`src/rtl/ats_pkg.sv`:
```
// shared types, constants and the cordic angle table for the tilt block
// no dependencies
package ats_pkg;

    localparam int CordicStepsDef = 16;
    localparam int FracBitsDef    = 16;
    localparam int WorkFrac       = 23;
    localparam int TableLen       = 24;
    localparam int WorkW          = 36;   // signed working width for root and cordic
    localparam int SqW            = 64;
    localparam int RootW          = 32;
    localparam int AngW           = 33;
    localparam logic [16:0] WeightOne   = 17'd65536;
    localparam logic [16:0] WeightReset = 17'd6554;

    localparam logic [0:0] RegWeight = 1'b0;

    typedef enum logic [6:0] {
        ST_IDLE   = 7'b0000001,
        ST_FILT   = 7'b0000010,
        ST_LOAD   = 7'b0000100,
        ST_SQRT   = 7'b0001000,
        ST_CORDIC = 7'b0010000,
        ST_DONE   = 7'b0100000,
        ST_OUT    = 7'b1000000
    } ats_state_t;

    typedef struct packed {
        logic filt;
        logic load;     // load root operands, sel picks pitch or roll
        logic sel;
        logic sqrt_step;
        logic cordic_init;
        logic cordic_step;
        logic store;
    } ats_cmd_t;

    typedef struct packed {
        logic sqrt_last;
        logic cordic_last;
    } ats_stat_t;

    function automatic logic [AngW-1:0] atan_entry(input logic [4:0] i);
        logic [AngW-1:0] v;
        begin
            case (i)
                5'd0: v = 33'd294912000;
                5'd1: v = 33'd174096719;
                5'd2: v = 33'd91987925;
                5'd3: v = 33'd46694507;
                5'd4: v = 33'd23437865;
                5'd5: v = 33'd11730358;
                5'd6: v = 33'd5866610;
                5'd7: v = 33'd2933484;
                5'd8: v = 33'd1466764;
                5'd9: v = 33'd733385;
                5'd10: v = 33'd366693;
                5'd11: v = 33'd183346;
                5'd12: v = 33'd91673;
                5'd13: v = 33'd45837;
                5'd14: v = 33'd22918;
                5'd15: v = 33'd11459;
                5'd16: v = 33'd5730;
                5'd17: v = 33'd2865;
                5'd18: v = 33'd1432;
                5'd19: v = 33'd716;
                5'd20: v = 33'd358;
                5'd21: v = 33'd179;
                5'd22: v = 33'd90;
                5'd23: v = 33'd45;
                default: v = '0;
            endcase
            return v;
        end
    endfunction

endpackage

```
`src/rtl/ats_ctrl.sv`:
```
// sequencer for the tilt block: filter, then root and cordic for pitch and roll
// depends on ats_pkg
module ats_ctrl import ats_pkg::*; (
    input  logic       clk,
    input  logic       rst_n,
    input  logic       in_valid,
    output logic       in_stall,
    output logic       out_valid,
    input  logic       out_stall,
    input  ats_stat_t  stat,
    output ats_cmd_t   cmd
);

    ats_state_t state_reg, state_next;
    logic       sel_reg, sel_next;
    logic       ovalid_reg, ovalid_next;

    assign in_stall  = (state_reg != ST_IDLE);
    assign out_valid = ovalid_reg;

    always_comb
    begin
        state_next  = state_reg;
        sel_next    = sel_reg;
        ovalid_next = ovalid_reg;
        cmd         = '0;
        cmd.sel     = sel_reg;
        if (ovalid_reg && !out_stall)
            ovalid_next = 1'b0;
        case (state_reg)
            ST_IDLE:
            begin
                if (in_valid)
                    state_next = ST_FILT;
            end
            ST_FILT:
            begin
                cmd.filt   = 1'b1;
                sel_next   = 1'b0;
                state_next = ST_LOAD;
            end
            ST_LOAD:
            begin
                cmd.load   = 1'b1;
                state_next = ST_SQRT;
            end
            ST_SQRT:
            begin
                cmd.sqrt_step = 1'b1;
                if (stat.sqrt_last)
                    state_next = ST_CORDIC;
            end
            ST_CORDIC:
            begin
                cmd.cordic_init = 1'b1;
                state_next      = ST_DONE;
            end
            ST_DONE:
            begin
                cmd.cordic_step = 1'b1;
                if (stat.cordic_last)
                begin
                    if (sel_reg)
                        state_next = ST_OUT;
                    else
                    begin
                        sel_next   = 1'b1;
                        state_next = ST_LOAD;
                    end
                end
            end
            ST_OUT:
            begin
                // result register must be free before it is overwritten
                if (!ovalid_reg || !out_stall)
                begin
                    cmd.store   = 1'b1;
                    ovalid_next = 1'b1;
                    state_next  = ST_IDLE;
                end
            end
            default: state_next = ST_IDLE;
        endcase
    end

    always_ff @(posedge clk or negedge rst_n)
    begin
        if (!rst_n)
        begin
            state_reg  <= ST_IDLE;
            sel_reg    <= 1'b0;
            ovalid_reg <= 1'b0;
        end
        else
        begin
            state_reg  <= state_next;
            sel_reg    <= sel_next;
            ovalid_reg <= ovalid_next;
        end
    end

endmodule

```
`config.mk`:
```
export PLATFORM = sky130hd
export DESIGN_NAME = ats_ctrl
export DESIGN_NICKNAME = d
export VERILOG_FILES = /design/src/rtl/ats_pkg.sv /design/src/rtl/ats_ctrl.sv
export SDC_FILE = /design/constraint.sdc
export NUM_CORES = 1
export LEC_CHECK = 0
export BUFFER_PORTS_ARGS = -buffer_cell sky130_fd_sc_hd__buf_2
export CORE_AREA = 2 2 39 41
export CTS_CLUSTER_DIAMETER = 120
export DETAILED_ROUTE_END_ITERATION = 16
export DIE_AREA = 0 0 41 43
export PLACE_DENSITY = 0.67
export SYNTH_ARGS = -nofsm -noshare
export SYNTH_HDL_FRONTEND = slang
export SYNTH_SLANG_ARGS = --single-unit
```
`constraint.sdc`:
```
create_clock -name clk -period 4.1 [get_ports clk]
set_clock_uncertainty 0.1 [all_clocks]
set_input_delay 0.82 -clock clk [delete_from_list [all_inputs] [get_ports clk]]
set_output_delay 0.82 -clock clk [all_outputs]
set_load 0.005 [all_outputs]
```
==> reports/metrics.cfg, run 1 <==
[status]
status=finished, final reports clean

[synthesis]
synth_top_area_share_pct=34.78
yosys_warnings=0
syn_nets=69
synth_area_leaders=dfrtp_1 35%, dfstp_2 4.6%, nor2_1 4.6%, nor4b_4 4.1%, or3_4 3.9%
postSynthCellCount=63
ys_ff_latch=9
yosys.cell_types.count=31
syn_avg_cell_area_sq_um=9.136
synthFlopType=dfrtp_1
synthArstFlopShare_pct=100.0
yosysTopAreaCell=dfrtp_1
syn-cell-area_sq_um=575.6
ys_seq_area_share_pct=39.35
synth_enable_flop_cells=0

[layout]
area.growth.synth_to_final_pct=15.22
nets=83
layout-drive-gt1-share_pct=30.26
antenna_cells=0
fillerInstances=133
largest_reg_flops=7
final_util_pct=47.92
fin_area_sq_um=663.1

[timing]
tightest_slew_ns=0.5019
tns_ns=0
setup_slack_ns=1.427
rsz0062_at_grt=false
hold_violations=0
max_freq_mhz=374.1
setup_viol=0
slew_headroom_pct=66.23
final.min_clock_period_ns=2.673
maxSlewViolCount=0
fin_crit_sh_pct=65.19

[drt]
drtIter0Drc=16
dr.pass1.iters=4
met3_length_microns=67
via_per_inst=5.728
dr_total_vias=527
dr.max_layer_used=met4
wl_met1_microns=557
routed_wirelength_microns=1315
wl_per_cell_microns=14.29
wl_met2_microns=657
drc=0
ant_nets=0

[floorplanning]
rows=14
die_width_microns=41
dieArea_sq_um=1763
ioPinCount=15
die_h_microns=43
start_util_pct=41.59
core_area_sq_um=1384

[power]
power_switching_uw=124.3
seqPwrFrac_pct=40.4
clockPowerShare_pct=20.6
power_frac_comb_pct=39.0
power.share.switching_pct=37.05
p_per_area_nw_per_um2=505.8
leakagePower_nw=0.3371
internal-power_uw=211.1
ir_worst_vdd_uv=275.4

[setup_path]
crit_arrival_ns=1.75
r2r_cells=4
cp.required_ns=3.18
start_kind=flip-flop
r2r_start=state_reg[1]
crit_type=flip-flop to primary output
end_kind=primary output
ff2ff_setup_slack_ns=2.27
path_max_fanout=7
r2r_end=state_reg[6]

[global_routing]
grt_util_all_layers_pct=18.26
grt_overflow=0
antenna_found_initial=0
grt_pass1_wl_microns=2104
grt_max_degree=11
grt_pass1_vias=502

[placed_design]
gp_congestion=0.8110
portBuffers=14
dp_slack_ns=1.725
post_dp_cell_area_sq_um=636.9
dp_hpwl_microns=979.9

[cts]
cts_resized=0
clk_pin_slew_ns=0.06
insertion_delay_ns=0.26
postCtsHoldBufs=0
cts-root-buf=clkbuf_4
post_cts.repair.setup_buffers=0
numCtsBuffers=3
cts.path.max_buffers=2
clock-sinks=9
cts_tree=yes
h-tree-depth=1

[hold_path]
hold_class=primary input to async pin

[flow_run]
cap_viol_max_count=0

## synthesized netlist by cell type (2+ instances only)
| library cell | n |
|---|---|
| or3_4 | 2 |
| a21oi_1 | 4 |
| nand2_1 | 3 |
| nor3b_1 | 2 |
| nor3_1 | 4 |
| and4b_1 | 2 |
| buf_2 | 2 |
| nand3_1 | 2 |
| and3_1 | 2 |
| nor2b_1 | 2 |
| buf_4 | 2 |
| or3_1 | 2 |
| dfrtp_1 | 8 |
| nor2_1 | 7 |
| nor4_1 | 3 |
## worst max-delay path, stage by stage, from the launching register on
cell and delay [ns]:
dfrtp_1 0.46, nor4_1 0.49, nor3b_1 0.36, buf_2 0.18
## area by class of cell
type | instances | area, sq um | share of cell area (%)
multi-input combinational | 48 | 316.6 | 47.74
tap | 16 | 20.02 | 3.019
timing repair buffer | 14 | 70.07 | 10.57
clock buffer | 4 | 26.28 | 3.962
inverter | 1 | 3.754 | 0.5660
sequential | 9 | 226.5 | 34.15
## through the flow
stage | total power [mW] | instances | hold WS, ns
floorplan | 0.2283 | 63 | 0.4049
global placement | 0.2659 | 88 | 0.4223
detailed placement | 0.2664 | 88 | 0.4294
CTS | 0.3370 | 92 | 0.3015
global route | 0.3588 | 92 | 0.3104
finish | 0.3354 | 92 | 0.2974
## layout by cell type (no fill, tap or decap)
| cell | netlist | layout |
|---|---|---|
| o21ai_0 | 1 | 1 |
| clkbuf_4 | 0 | 3 |
| nor3_1 | 4 | 4 |
| or3_4 | 2 | 2 |
| nand2b_1 | 1 | 1 |
| a211oi_1 | 1 | 1 |
| buf_2 | 2 | 14 |
| or3_1 | 2 | 2 |
| nand2_1 | 3 | 3 |
| xor2_1 | 1 | 1 |
| clkbuf_1 | 1 | 1 |
| nand3_1 | 2 | 2 |
| and3_1 | 2 | 2 |
| nor4b_1 | 1 | 1 |
| nand3b_1 | 1 | 1 |
| dfstp_2 | 1 | 1 |
| dfrtp_1 | 8 | 8 |
| nor4_1 | 3 | 3 |
| a21oi_1 | 4 | 4 |
| or2_2 | 1 | 1 |
| nor2b_1 | 2 | 2 |
| and2_1 | 1 | 1 |
| nor4b_4 | 1 | 1 |
| and4_1 | 1 | 1 |
| o211a_1 | 1 | 1 |
| nor2_1 | 7 | 7 |
| inv_1 | 1 | 1 |
| nor3b_1 | 2 | 2 |
| o22ai_1 | 1 | 1 |
| nor3_2 | 1 | 1 |
| and4b_1 | 2 | 2 |
## power by group through the flow
| stage | clock network (mW) | logic, mW | registers [mW] |
|---|---|---|---|
| after detailed placement | 0 | 0.131 | 0.136 |
| after global routing | 0.0778 | 0.143 | 0.138 |
| after floorplan | 0 | 0.106 | 0.122 |
| after CTS | 0.0706 | 0.132 | 0.135 |
| final | 0.0692 | 0.131 | 0.135 |
| after global placement | 0 | 0.131 | 0.135 |
## worst max path at each step
stage | from | end | slack [ns] | depth (start not counted)
after floorplan | state_reg[6] | cmd[1] | 1.86 | 4
after global placement | state_reg[1] | cmd[3] | 1.75 | 3
after detailed placement | state_reg[1] | cmd[3] | 1.72 | 3
after CTS | state_reg[1] | cmd[3] | 1.43 | 3
after global routing | state_reg[1] | cmd[3] | 1.32 | 3
final | state_reg[1] | cmd[3] | 1.43 | 3
## cells by family (layout without fill, tap and decap cells)
family | after synthesis | after routing | synth area share [%]
buffers and inverters | 6 | 19 | 5.650
AO/OA/AOI/OAI | 8 | 8 | 8.479
flip-flops | 9 | 9 | 39.35
XOR/XNOR | 1 | 1 | 1.522
AND/OR/NAND/NOR | 39 | 39 | 45.00
## per-layer routing
| metal | vias up | GRT usage (%) |
|---|---|---|
| met5 | - | 0 |
| li1 | 255 | - |
| met2 | 17 | 28.44 |
| met3 | 5 | 4.712 |
| met4 | 0 | 10.00 |
| met1 | 250 | 21.59 |
(Power assumes the default switching activity.)
==> inputs of run 2 (changes only) <==
- ABC_AREA: not set -> 1
- PLACE_DENSITY: 0.67 -> 0.7
- clock period: 4.1 -> 2.5 ns (I/O delays scaled with it)
==> run 2 against run 1 <==
  * Synthesized cell count increased by 22%
  * Sequential cell count did not move
  * Non-clock buffer count rose by 1
  * Worst hold slack improved by 0.048 ns
  * Total power grew 89%
  * Count of clock-buffer cells in the layout stayed put
  * Critical endpoint is now in_stall
  * Largest power group is now combinational logic
==> reports/metrics.cfg, run 2 <==
[layout]
final_common_cell=nand2_1
largest_reg_flops=7  ; unchanged
multiInputGateArea_sq_um=299.0  ; -5.5%
layout_common_cells=15 x nand2_1, 14 x buf_2, 11 x inv_1, 8 x dfrtp_1, 7 x nor2_1
layout-drive-gt1-share_pct=45.74  ; +15 points
antenna_cells=0  ; unchanged
fillerInstances=137  ; +3.0%
stdcell_count=110  ; +20%
nets=101  ; +22%
regArea_sq_um=226.5  ; unchanged
area.growth.synth_to_final_pct=18.43

[setup_path]
start_kind=flip-flop
ff2ff_setup_slack_ns=1.09  ; -1.18 ns
crit_path_top_delay_cell=dfstp_2
crit_chain=inv_1 -> nor2_1 -> nand2_1 -> nor2_4 -> inv_1 -> buf_2
crit_arrival_ns=1.34  ; -0.41 ns
slowest_delay_ns=0.57  ; +0.08 ns
r2r_end=state_reg[2]
crit_type=flip-flop to primary output
r2r_cells=9  ; +5
cp.required_ns=1.90  ; -1.28 ns
path_max_fanout=3  ; -4
worst_path_most_repeated_cell=inv_1
end_kind=primary output
r2r_start=state_reg[0]

[synthesis]
yosysTopAreaCell=dfrtp_1
synthTopCellsByCount=15 x nand2_1, 11 x inv_1, 8 x dfrtp_1
synth_top_family_by_area=simple AND/OR/NAND/NOR gates
ys_ff_latch=9  ; unchanged
synth.most_common_cell=nand2_1
synth_area_leaders=dfrtp_1 33%, nand2_1 9.3%, nor2_4 7.5%, inv_1 6.8%, nor2_2 6.2%
synthAdderAreaFrac_pct=0  ; unchanged
synthArstFlopShare_pct=100.0  ; unchanged
ys_seq_area_share_pct=37.47  ; -1.9 points
postSynthCellCount=77  ; +22%
syn-cell-area_sq_um=604.3  ; +5.0%
yosys_warnings=0  ; unchanged
yosys.cell_types.count=18  ; -42%
synth_enable_flop_cells=0  ; unchanged
muxShareOfSynthArea_pct=0  ; unchanged
synthSimpleGateAreaFrac_pct=47.00  ; +2.0 points
synth_top_area_share_pct=33.13  ; -1.7 points
synth_compound_area_share_pct=2.484  ; -6.0 points
syn_avg_cell_area_sq_um=7.848  ; -14%
synthFlopType=dfrtp_1
synth-xor-area-share_pct=0  ; -1.5 points
syn_nets=83  ; +20%

[global_routing]
antenna_found_initial=0  ; unchanged
grt_util_all_layers_pct=16.46  ; -1.8 points
grt_pass1_wl_microns=1904  ; -9.5%
grt_pass1_vias=473  ; -5.8%
grt_overflow=0  ; unchanged
grt_max_degree=10  ; -1

[timing]
fin_crit_sh_pct=77.75
hold_violations=0  ; unchanged
tns_ns=0  ; unchanged
tightest_slew_ns=0.2776  ; -0.2243 ns
rsz0062_at_grt=false
slew_headroom_pct=81.35  ; +15 points
maxSlewViolCount=0  ; unchanged
setup_viol=0  ; unchanged
max_freq_mhz=514.4
final.min_clock_period_ns=1.944

[power]
internal-power_uw=353.6  ; +67%
clockPowerShare_pct=18.2  ; -2.4 points
seqPwrFrac_pct=33.7  ; -6.7 points
p_per_area_nw_per_um2=884.8  ; +75%
power_switching_uw=279.7  ; +130%
power.share.switching_pct=44.17  ; +7.1 points
ir_worst_vdd_uv=378.6  ; +37%
power_frac_comb_pct=48.0  ; +9.0 points
leakagePower_nw=0.4483  ; +33%

[cts]
numCtsBuffers=3  ; unchanged
clock-sinks=9  ; unchanged
h-tree-depth=1  ; unchanged
cts.path.max_buffers=2  ; unchanged
postCtsHoldBufs=1  ; +1
post_cts.repair.setup_buffers=0  ; unchanged
clk_pin_slew_ns=0.06  ; about the same
cts_tree=yes
insertion_delay_ns=0.27  ; about the same
cts_resized=0  ; unchanged
cts-root-buf=clkbuf_4

[drt]
dr_total_vias=498  ; -5.5%
ant_nets=0  ; unchanged
drc=0  ; unchanged
routed_wirelength_microns=1138  ; -13%
wl_per_cell_microns=10.35  ; -28%
dr.pass1.iters=4  ; unchanged
drtIter0Drc=11  ; -5
via_per_inst=4.527  ; -21%

[floorplanning]
dieArea_sq_um=1763  ; unchanged
core_area_sq_um=1384  ; unchanged
die_width_microns=41  ; unchanged
start_util_pct=43.67  ; +2.1 points
die_h_microns=43  ; unchanged
ioPinCount=15  ; unchanged
rows=14  ; unchanged

[hold_path]
whs_endpoint=out_valid
hold_class=primary input to flip-flop
hold_path_depth=3
worstHoldStart=out_stall

[placed_design]
portBuffers=14  ; unchanged
placed_cells=105  ; +19%
gp_congestion=0.7909  ; -2.5%
dp_hpwl_microns=911.5  ; -7.0%

[status]
status=finished, final reports clean

[flow_run]
cap_viol_max_count=0  ; unchanged

## run 2: changes by cell type after synthesis, moves of 4 or more
cell     before  now
inv_1         1   11
inv_2         0    6
nand2_1       3   15
nor2_2        0    6
nor2_4        0    4
## run 2: critical path: cells and delay by family, from the launching register on
family / cells / cell delay, ns
flops: 1 / 0.57
simple gates: 3 / 0.28
buf+inv: 3 / 0.22
## run 2: worst max-delay path by stage
stage / start / end / slack [ns] / cells past startpoint
floorplan: state_reg[0] / in_stall / 1.0 / 5
global placement: state_reg[0] / in_stall / 0.87 / 6
detailed placement: state_reg[0] / in_stall / 0.84 / 6
CTS: state_reg[0] / in_stall / 0.55 / 6
global route: state_reg[0] / in_stall / 0.45 / 6
finish: state_reg[0] / in_stall / 0.56 / 6
## run 2: cell type report
cell class / instances / share of cell area (%)
well taps: 16 / 2.797
inverters: 17 / 8.916
flip-flops and latches: 9 / 31.64
multi-input cells: 49 / 41.78
clock buffers: 4 / 3.671
repair buffers: 15 / 11.19
## run 2: kinds of logic after synthesis
family          count (synthesis)
simple gates                   46
buf+inv                        19
flops                           9
compound gates                  3
## run 2: through the flow
stage	setup slack (ns)	hold slack, ns	cell area [sq um]	util, %	total power [mW]
floorplan	0.9980	0.1044	604.3	-	0.4581
detailed placement	0.8439	0.2653	679.4	49.10	0.5223
global route	0.4539	0.3525	715.7	51.72	0.6862
finish	0.5562	0.3454	715.7	51.72	0.6332
global placement	0.8670	0.2623	679.4	49.10	0.5152
CTS	0.5545	0.3447	715.7	51.72	0.6379
## run 2: routing by layer
layer	GRT usage (%)	vias up	routed length (microns)
met4	12.00	0	46
met2	24.06	20	546
met1	19.40	210	479
met5	0	-	0
li1	-	261	-
met3	4.712	7	66
## run 2: power by group through the flow
stage	registers [mW]	clock network, mW	logic [mW]
after floorplan	0.211	0	0.247
after global placement	0.214	0	0.301
after detailed placement	0.216	0	0.307
after CTS	0.213	0.117	0.308
after global routing	0.218	0.123	0.345
final	0.214	0.115	0.304
==> inputs of run 3 (changes only) <==
- CORE_AREA: 2 2 39 41 -> not set
- CORE_MARGIN: not set -> 2
- CORE_UTILIZATION: not set -> 45
- DIE_AREA: 0 0 41 43 -> not set
- PLACE_DENSITY: 0.7 -> 0.72
- clock period: 2.5 -> 1.6 ns (I/O delays scaled with it)
==> run 3 against run 2 <==
  * The flow now finishes with violations (setup timing)
  * First-iteration DRC count is 18% lower
  * Die area fell by 6.3%
  * Sequential share of layout area shrank 5.7 points
  * Final cell count up 5.5%
  * Critical path depth is the same
  * Worst hold slack worse by 0.18 ns
  * Global-route usage is 1.2 points higher
  * Count of clock-buffer cells in the layout is 1 lower
  * Combinational power is 140% higher
  * Sequential cell count stayed put
  * Via count increased by 7.2%
  * Total power rose by 99%
  * Critical endpoint unchanged
==> reports/metrics.cfg, run 3 (same netlist as run 2, synthesis figures left out) <==
[placed_design]
portBuffers=14  ; unchanged
dp_slack_ns=0.1224  ; -0.7215 ns
gp_congestion=0.8015  ; +1.3%
dp_hpwl_microns=893.4  ; -2.0%

[layout]
fillerInstances=107  ; -22%
regArea_sq_um=226.5  ; unchanged
antenna_cells=0  ; unchanged
nets=108  ; +6.9%
final_common_cell=nand2_1
multiInputGateArea_sq_um=356.6  ; +19%
layout_common_cells=12 x nand2_1, 10 x buf_2, 9 x inv_2, 8 x dfrtp_1
layout-drive-gt1-share_pct=61.39  ; +16 points
final_util_pct=67.96  ; +16 points
largest_reg_flops=7  ; unchanged
area.growth.synth_to_final_pct=44.51

[power]
leakagePower_nw=0.5021  ; +12%
ir_worst_vdd_uv=809.9  ; +110%
p_per_area_nw_per_um2=1440  ; +63%

[cts]
cts.path.max_buffers=2  ; unchanged
insertion_delay_ns=0.27  ; about the same
clock-sinks=9  ; unchanged
h-tree-depth=1  ; unchanged
cts-root-buf=clkbuf_4
cts_tree=yes
numCtsBuffers=3  ; unchanged
clk_pin_slew_ns=0.07  ; about the same

[global_routing]
antenna_found_initial=0  ; unchanged
grt_pass1_wl_microns=1856  ; -2.5%
grt_max_degree=10  ; unchanged
grt_pass1_vias=476  ; +0.63%
grt_overflow=0  ; unchanged
grt_util_all_layers_pct=17.65  ; +1.2 points

[drt]
routed_wirelength_microns=1320  ; +16%
ant_nets=0  ; unchanged
drc=0  ; unchanged
via_per_inst=4.603  ; +1.7%
dr_total_vias=534  ; +7.2%
wl_per_cell_microns=11.38  ; +10%
dr.pass1.iters=3  ; -1
drtIter0Drc=9  ; -2

[setup_path]
crit_path_top_delay_cell=dfstp_2
worst-path-buf-inv=3  ; unchanged
path_delay_family=flip-flops
slowest_delay_ns=0.57  ; about the same
crit_chain=inv_1 -> nor2_1 -> nand2_1 -> nor2_4 -> inv_2 -> buf_6
end_kind=primary output
cp.required_ns=1.18  ; -0.72 ns
start_kind=flip-flop
path_max_fanout=3  ; unchanged
crit_arrival_ns=1.30  ; -0.04 ns
crit_type=flip-flop to primary output

[timing]
final.min_clock_period_ns=1.718
setup_slack_ns=-0.1181  ; -0.6742 ns
slew_headroom_pct=84.64  ; +3.3 points
maxSlewViolCount=0  ; unchanged
max_freq_mhz=582.0
fin_crit_sh_pct=107.4
tightest_slew_ns=0.2292  ; -0.04844 ns
setup_viol=7  ; +7
hold_violations=0  ; unchanged
rsz0062_at_grt=true

[status]
status=finished with violations
violations=setup timing

[floorplanning]
die_width_microns=40.65  ; -0.87%
ioPinCount=15  ; unchanged
rows=13  ; -1
die_h_microns=40.65  ; -5.5%
core_area_sq_um=1285  ; -7.1%
dieArea_sq_um=1652  ; -6.3%
start_util_pct=47.03  ; +3.4 points

[hold_path]
hold_class=primary input to flip-flop

[flow_run]
cap_viol_max_count=0  ; unchanged

run 3: tightest hold or removal path: stages:
cell,delay [ns]
buf_2,0.09
nand2_1,0.04
o21ai_0,0.06
run 3: where the power goes:
part / switching, mW / total [mW] / internal, mW
sequential: 0.0493 / 0.332 / 0.283
combinational: 0.401 / 0.738 / 0.337
clock: 0.0947 / 0.187 / 0.0927
total: 0.545 / 1.26 / 0.713
run 3: layout make-up:
| cell class | count | area share (%) |
|---|---|---|
| Clock buffer | 3 | 2.579 |
| Clock inverter | 1 | 0.5731 |
| Sequential cell | 9 | 25.93 |
| Inverter | 17 | 7.593 |
| Multi-Input combinational cell | 49 | 40.83 |
| Timing Repair Buffer | 22 | 20.34 |
| Tap cell | 15 | 2.149 |
run 3: worst paths after layout:
path	start	endpoint	slack (ns)	cells past startpoint
worst max-delay path	state_reg[0]	in_stall	-0.12	6
worst min-delay path	stat[0]	sel_reg	0.17	3
worst max register to register	state_reg[0]	state_reg[2]	0.06	10
worst min register to register	out_valid	out_valid	0.40	2
max in group asynchronous	rst_n	state_reg[0]	0.83	2
min in group asynchronous	rst_n	out_valid	0.32	2
run 3: layer usage:
metal,share of wire (%),track usage (%),vias to the layer above
li1,-,-,274
met1,41,21.14,243
met2,53,29.37,12
met3,2.7,3.261,5
met4,2.9,10.00,0
met5,0,0,-
run 3: what timing repair did:
item                                    CTS  global route
resized for setup                        12            12
buffers inserted                          6             2
pin swaps                                 6            10
endpoints found under the setup margin    7             9
hold endpoints to repair                  8             0
hold buffers                              1             0
run 3: stage by stage:
| stage | hold slack, ns | cell area [sq um] | total power [mW] | TNS (ns) | instances |
|---|---|---|---|---|---|
| after floorplan | -0.07559 | 604.3 | 0.7157 | 0 | 77 |
| after global placement | 0.08786 | 678.2 | 0.8049 | 0 | 104 |
| after detailed placement | 0.08444 | 678.2 | 0.8194 | 0 | 104 |
| after CTS | 0.1655 | 804.5 | 1.149 | -0.4809 | 115 |
| after global routing | 0.1948 | 873.3 | 1.346 | -0.9462 | 116 |
| final | 0.1674 | 873.3 | 1.258 | -0.5369 | 116 |
